===== config.mk =====
export PLATFORM = sky130hd
export DESIGN_NAME = mvt_row_sat
export DESIGN_NICKNAME = d
export VERILOG_FILES = /design/src/hdl/matrix_vector_transform_4x4_defines.svh /design/src/hdl/mvt_pkg.sv /design/src/hdl/mvt_row_sat.sv
export SDC_FILE = /design/constraint.sdc
export NUM_CORES = 1
export LEC_CHECK = 0
export ABC_AREA = 0
export BUFFER_PORTS_ARGS = -buffer_cell sky130_fd_sc_hd__clkbuf_2
export CELL_PAD_IN_SITES_DETAIL_PLACEMENT = 1
export CELL_PAD_IN_SITES_GLOBAL_PLACEMENT = 1
export CORE_MARGIN = 2
export CORE_UTILIZATION = 41
export DETAILED_ROUTE_END_ITERATION = 16
export PLACE_DENSITY_LB_ADDON = 0.1
export SLEW_MARGIN = 20
export SYNTH_ARGS = -nofsm -noshare
export SYNTH_HDL_FRONTEND = slang
export SYNTH_SLANG_ARGS = --single-unit

===== constraint.sdc =====
create_clock -name vclk -period 10.2
set_input_delay 1.53 -clock vclk [all_inputs]
set_output_delay 1.53 -clock vclk [all_outputs]
set_load 0.01 [all_outputs]

===== src/hdl/matrix_vector_transform_4x4_defines.svh =====
// ----------------------------------------------------------------------------
// matrix_vector_transform_4x4 assertion macros
// shared property forms for the transform block; the host module supplies
// clk and arst_n
// ----------------------------------------------------------------------------
`ifndef MATRIX_VECTOR_TRANSFORM_4X4_DEFINES_SVH
`define MATRIX_VECTOR_TRANSFORM_4X4_DEFINES_SVH

// consequent must hold in the same cycle as the antecedent
`define MVT_ASSERT_SAME(lbl, ante, cons, msg) \
	lbl: assert property (@(posedge clk) disable iff (!arst_n) (ante) |-> (cons)) \
		else $error(msg);

// consequent must hold in the cycle after the antecedent
`define MVT_ASSERT_NEXT(lbl, ante, cons, msg) \
	lbl: assert property (@(posedge clk) disable iff (!arst_n) (ante) |=> (cons)) \
		else $error(msg);

`endif


===== src/hdl/mvt_pkg.sv =====
// ----------------------------------------------------------------------------
// mvt_pkg
// widths, types and request codes of the 4x4 matrix-vector transform
// ----------------------------------------------------------------------------
package mvt_pkg;

	localparam int DATA_W    = 32;
	localparam int FRAC_BITS = 16;
	localparam int VEC_N     = 4;
	localparam int ENTRIES   = VEC_N * VEC_N;
	localparam int IDX_W     = $clog2(ENTRIES);
	localparam int TYPE_W    = 2;
	// product after the fraction shift, and a row sum of VEC_N of them
	localparam int PROD_W    = 2 * DATA_W - FRAC_BITS;
	localparam int SUM_W     = PROD_W + $clog2(VEC_N);

	typedef logic signed [DATA_W-1:0] word_t;
	typedef logic signed [PROD_W-1:0] prod_t;
	typedef logic signed [SUM_W-1:0]  sum_t;
	typedef logic [IDX_W-1:0]         idx_t;
	typedef word_t [ENTRIES-1:0]      mat_t;

	typedef enum logic [TYPE_W-1:0] {
		REQ_LOAD   = 2'd0,
		REQ_POINT  = 2'd1,
		REQ_VECTOR = 2'd2
	} req_type_t;

	localparam word_t WORD_MAX = {1'b0, {(DATA_W-1){1'b1}}};
	localparam word_t WORD_MIN = {1'b1, {(DATA_W-1){1'b0}}};
	localparam word_t Q_ONE    = word_t'(1) << FRAC_BITS;

	typedef struct packed {
		logic  en;
		idx_t  idx;
		word_t data;
	} mat_wr_t;

endpackage


===== src/hdl/mvt_row_sat.sv =====
// ----------------------------------------------------------------------------
// mvt_row_sat
// one row: exact sum of the shifted products, saturated to a 32-bit word
// ----------------------------------------------------------------------------
module mvt_row_sat (
	input  mvt_pkg::prod_t prod [mvt_pkg::VEC_N],
	output mvt_pkg::word_t value,
	output logic           sat
);
	import mvt_pkg::*;

	sum_t sum;
	logic fits;

	always_comb begin
		sum = '0;
		for (int c = 0; c < VEC_N; c++) begin
			sum = sum + sum_t'(prod[c]);
		end
	end

	// in range when every bit above the word's sign bit copies it
	assign fits = (&sum[SUM_W-1:DATA_W-1]) || !(|sum[SUM_W-1:DATA_W-1]);

	always_comb begin
		sat = !fits;
		if (fits) begin
			value = sum[DATA_W-1:0];
		end else if (sum[SUM_W-1]) begin
			value = WORD_MIN;
		end else begin
			value = WORD_MAX;
		end
	end

endmodule

Word level (Yosys, flattened, before mapping)
Index checks and enable logic that the tools add are counted.
W data, S select, Z words.
{"block": "totals", "ff_bits": 0, "wordCells": 10, "input_bits": 192, "ram_bits": 0, "romBits": 0, "out_inout_bits": 33, "mem_count": 0, "latch_bits": 0}
{"block": "op_classes", "eq_ne": 0, "n_addsub": 3, "n_reduce_logical": 5, "n_div": 0, "bitwise_logic": 0, "magnitude_cmp": 0, "shifts": 0, "muxes": 2, "multipliers": 0}
{"cell": "$mux W32", "n": 2}
{"cell": "$add A49 B48 Y50", "n": 1}
{"cell": "$add A50 B48 Y50", "n": 1}
{"cell": "$add A48 B48 Y49", "n": 1}
{"cell": "$reduce_and A19 Y1", "n": 1}
{"cell": "$reduce_or A19 Y1", "n": 1}
{"cell": "$logic_not A1 Y1", "n": 2}
{"cell": "$logic_or A1 B1 Y1", "n": 1}

Longest topological paths before layout
{"block": "logic_depth", "word_depth": 7, "depth_mapped": 18, "mapped_depth_nobuf": 16}

Least setup slack after synthesis
Ideal clock, no wire load.
{"block": "synth_path", "kind": "input to output", "startpoint": "input prod[1] in the netlist's numbering", "endpoint": "output value[0]", "n_path_buf": 1, "setup_slack_ps": 2979, "arrival_time_ps": 5691, "stages": 17, "t_required_ps": 8670, "cell_sequence": "inv_1 > fa_1 > inv_1 > fa_1 > ha_1 > fa_1 > a211oi_1 > o21ai_1 > a32oi_1 > nand3_1 > o21a_1 > o311ai_1 > o2111ai_1 > nor4_4 > a31o_2 > buf_4 > nand3_1"}
{"block": "synth_between", "elab_chain_cells": 5, "elab_cells_between_ends": 7, "classes_between": "add/sub (1); mux (2); reduce/logical (4)"}
{"element": "from (decl)", "line": "mvt_row_sat.sv:6", "source": "input mvt_pkg::prod_t prod [mvt_pkg::VEC_N],"}
{"element": "$add A50 B48 Y50 *", "line": "mvt_row_sat.sv:18", "source": "sum = sum + sum_t'(prod[c]);"}
{"element": "$reduce_or A19 Y1", "line": "mvt_row_sat.sv:23", "source": "assign fits = (&sum[SUM_W-1:DATA_W-1]) || !(|sum[SUM_W-1:DATA_W-1]);"}
{"element": "$logic_not A1 Y1", "line": "mvt_row_sat.sv:23"}
{"element": "$logic_or A1 B1 Y1", "line": "mvt_row_sat.sv:23"}
{"element": "$mux W32 *", "line": "mvt_row_sat.sv:27", "source": "if (fits) begin"}
{"element": "to (decl)", "line": "mvt_row_sat.sv:7", "source": "output mvt_pkg::word_t value,"}
Mark *: on every way between the ends. The rest lies on a longest branch, timed or not.

Worst setup path after layout
{"block": "layout_path", "startpoint": "input prod[23] in the netlist's numbering", "endpoint": "output value[30]"}
The elaborated chain is that of the path after synthesis.

==> metrics.yaml <==
status: "complete, no violations"
worst_path_dominant_cell_family: "compound AO/OA/AOI/OAI gates"
period_utilization_post_route_pct: 83.9
detail_route.iter0.violations: 381
power.share.sequential_pct: 0
grt_max_degree: 34
arrival_ns: 7.03
layout-drive-gt1-share_pct: 21.1
post-dp-hpwl_um: 20400
slew_violations: 0
dp_cells: 1394
vias: 7548
final_hold_violation_count: 0
seq_area_frac_synth_pct: 0
hold_class: "input pin to output pin"
final_sum_of_negative_setup_slack_ns: 0
totalWireLength_um: 22600
clock.fmax_mhz: 117
syn_area_um2: 6940
worst_pin_slew_ns: 0.757
gp_congestion: 0.968
report.final.setup_viol: 0
num_rows: 47
critPathCaptureType: "output pin"
design.die.area_um2: 18000
layoutNonFillerInstCount: 1394
synth.top_cell.area_share_pct: 28.0
post_synth_num_cell_types: 69
seq_cell_area_um2: 0
io_pins: 225
synth_cells: 989
synth-warning-count: 0
cts.repair_timing.setup_buffer_count: 0
mappedNetlistNets: 1327
crit_path_cell_trace: "clkbuf_2, inv_1, fa_1, fa_1, inv_1, ha_1, a21oi_1, o21ai_0, a211oi_2, o211ai_2, a211oi_1, o31a_1, xor2_1, and2_1, buf_4, a31o_2, nand3_1, clkbuf_2"
floorplan.die.width_um: 134
synth_most_common_cell: "inv_1"
area_growth_syn_to_layout_pct: 17.7
min_from: "prod[144]"
switching_component_of_the_power_mw: 1.04
crit_fanout: 33
max-vdd-ir-drop_mv: 0.0891
drc_errors: 0
globalRoute.totalOverflow: 0
placeableCoreArea_um2: 16600
synth_top_area_cell: "fa_1"
hold_buffers: 0
initial_core_util_pct: 41.9
drt-wirelength-per-cell_um: 16.2
path_class: "input pin to output pin"
power_leakage_nw: 4.43
buffer_ports.inserted: 225
critical_path.max_stage_delay_ns: 0.65
unrepaired_setup_endpoints_after_global_routing: "no"
dieHeight_um: 134
avgSynthCellArea_um2: 7.02
clock_buffer_count: 0
seq_cells: 0
setup_slack_ns: 1.64
ant_nets: 0
first_global_vias: 7917
dr.pass1.iters: 5
grt_first_pass_wirelength_um: 37800
grt_use_total_pct: 25.4
crit_start: "prod[23]"
period_minus_slack_ns: 8.56
grt_antenna_before_repair: 0
postLayoutCoreUtil_pct: 49.3
critical_path.startpoint_type: "input pin"
cp_data_required_time_ns: 8.67
combPwrFrac_pct: 100.0
critical_path.slowest_cell: "a31o_2"
finish.net_count: 1514
cap_violations: 0
post_cts.resized_instances: 0
power_density_nw_per_um2: 194
p_clk_share_pct: 0
place_worst_setup_slack_ns: 1.71
p_int_mw: 0.541
avgViaCountPerCell: 5.41
diodes: 0
p_sw_share_pct: 65.8
ys_top_cells_by_area: "fa_1, inv_1, ha_1"
count_of_buffering_cells_on_the_critical_path_with_inverters_included: 5
most_numerous_cell_types_in_the_synthesized_netlist: "inv_1, fa_1, nand3_1"
slew_headroom_pct: 49.0
-- logic make-up after synthesis --
family | Yosys count | share of synthesized area (%)
multiplexers | 3 | 0.433
adder cells (fa/ha/maj) | 146 | 36.8
AO/OA/AOI/OAI | 208 | 19.4
buffers and inverters | 304 | 17.1
XOR/XNOR | 35 | 4.42
AND/OR/NAND/NOR | 293 | 21.8
-- worst paths after layout --
| check | endpoint | slack, ns | cells past startpoint |
|---|---|---|---|
| max | value[30] | 1.64 | 18 |
| min | value[0] | 3.61 | 5 |
-- tightest hold or removal path: stages --
cell	delay, ns
clkbuf_2	0.08
ha_1	0.16
nand3_1	0.08
nand3_1	0.09
clkbuf_2	0.13
-- layout by cell type (no fill, tap or decap), types with 4 or more instances in the layout --
cell type	netlist	layout
inv_1	260	260
clkbuf_2	1	225
fa_1	97	97
nand3_1	75	75
a21oi_1	71	71
nand2_1	64	64
nor2_1	55	55
nand4_1	49	49
ha_1	49	49
o21ai_0	31	31
xnor2_1	19	19
xor2_1	16	16
o21ai_1	14	14
o211ai_1	11	11
nor3_1	10	10
a211oi_1	10	10
o2111ai_1	8	8
a31oi_1	8	8
o21a_1	7	7
a21o_1	6	6
and2_1	6	6
o21bai_1	5	5
and3_1	5	5
or3_1	4	4
buf_4	6	4
-- routing by layer --
layer | wire length [um] | part of all wire, % | GRT usage, % | vias up
li1 | - | - | - | 3647
met1 | 9800 | 43 | 33.5 | 3621
met2 | 11300 | 50 | 47.2 | 250
met3 | 1210 | 5.3 | 1.55 | 30
met4 | 291 | 1.3 | 2.87 | 0
met5 | 0 | 0 | 0 | -
-- power groups by stage --
stage	Sequential, mW	Clock (mW)	Combinational [mW]
final	0	0	1.58
after global routing	0	0	1.75
after CTS	0	0	1.57
after detailed placement	0	0	1.57
after global placement	0	0	1.55
after floorplan	0	0	1.10
-- metrics by stage --
step / cell area [um2] / hold slack, ns / total power [mW]
after CTS: 8170 / 3.62 / 1.57
final: 8170 / 3.61 / 1.58
after global routing: 8170 / 3.63 / 1.75
after floorplan: 6940 / 3.36 / 1.10
after detailed placement: 8170 / 3.62 / 1.57
after global placement: 8170 / 3.59 / 1.55
-- layout make-up --
cell class,count,area [um2]
multi-input combinational,685,5760
fill,2272,8420
tap,220,275
inverter,260,976
timing repair buffer,229,1160
Note: power is estimated with default switching activity, not from simulation.
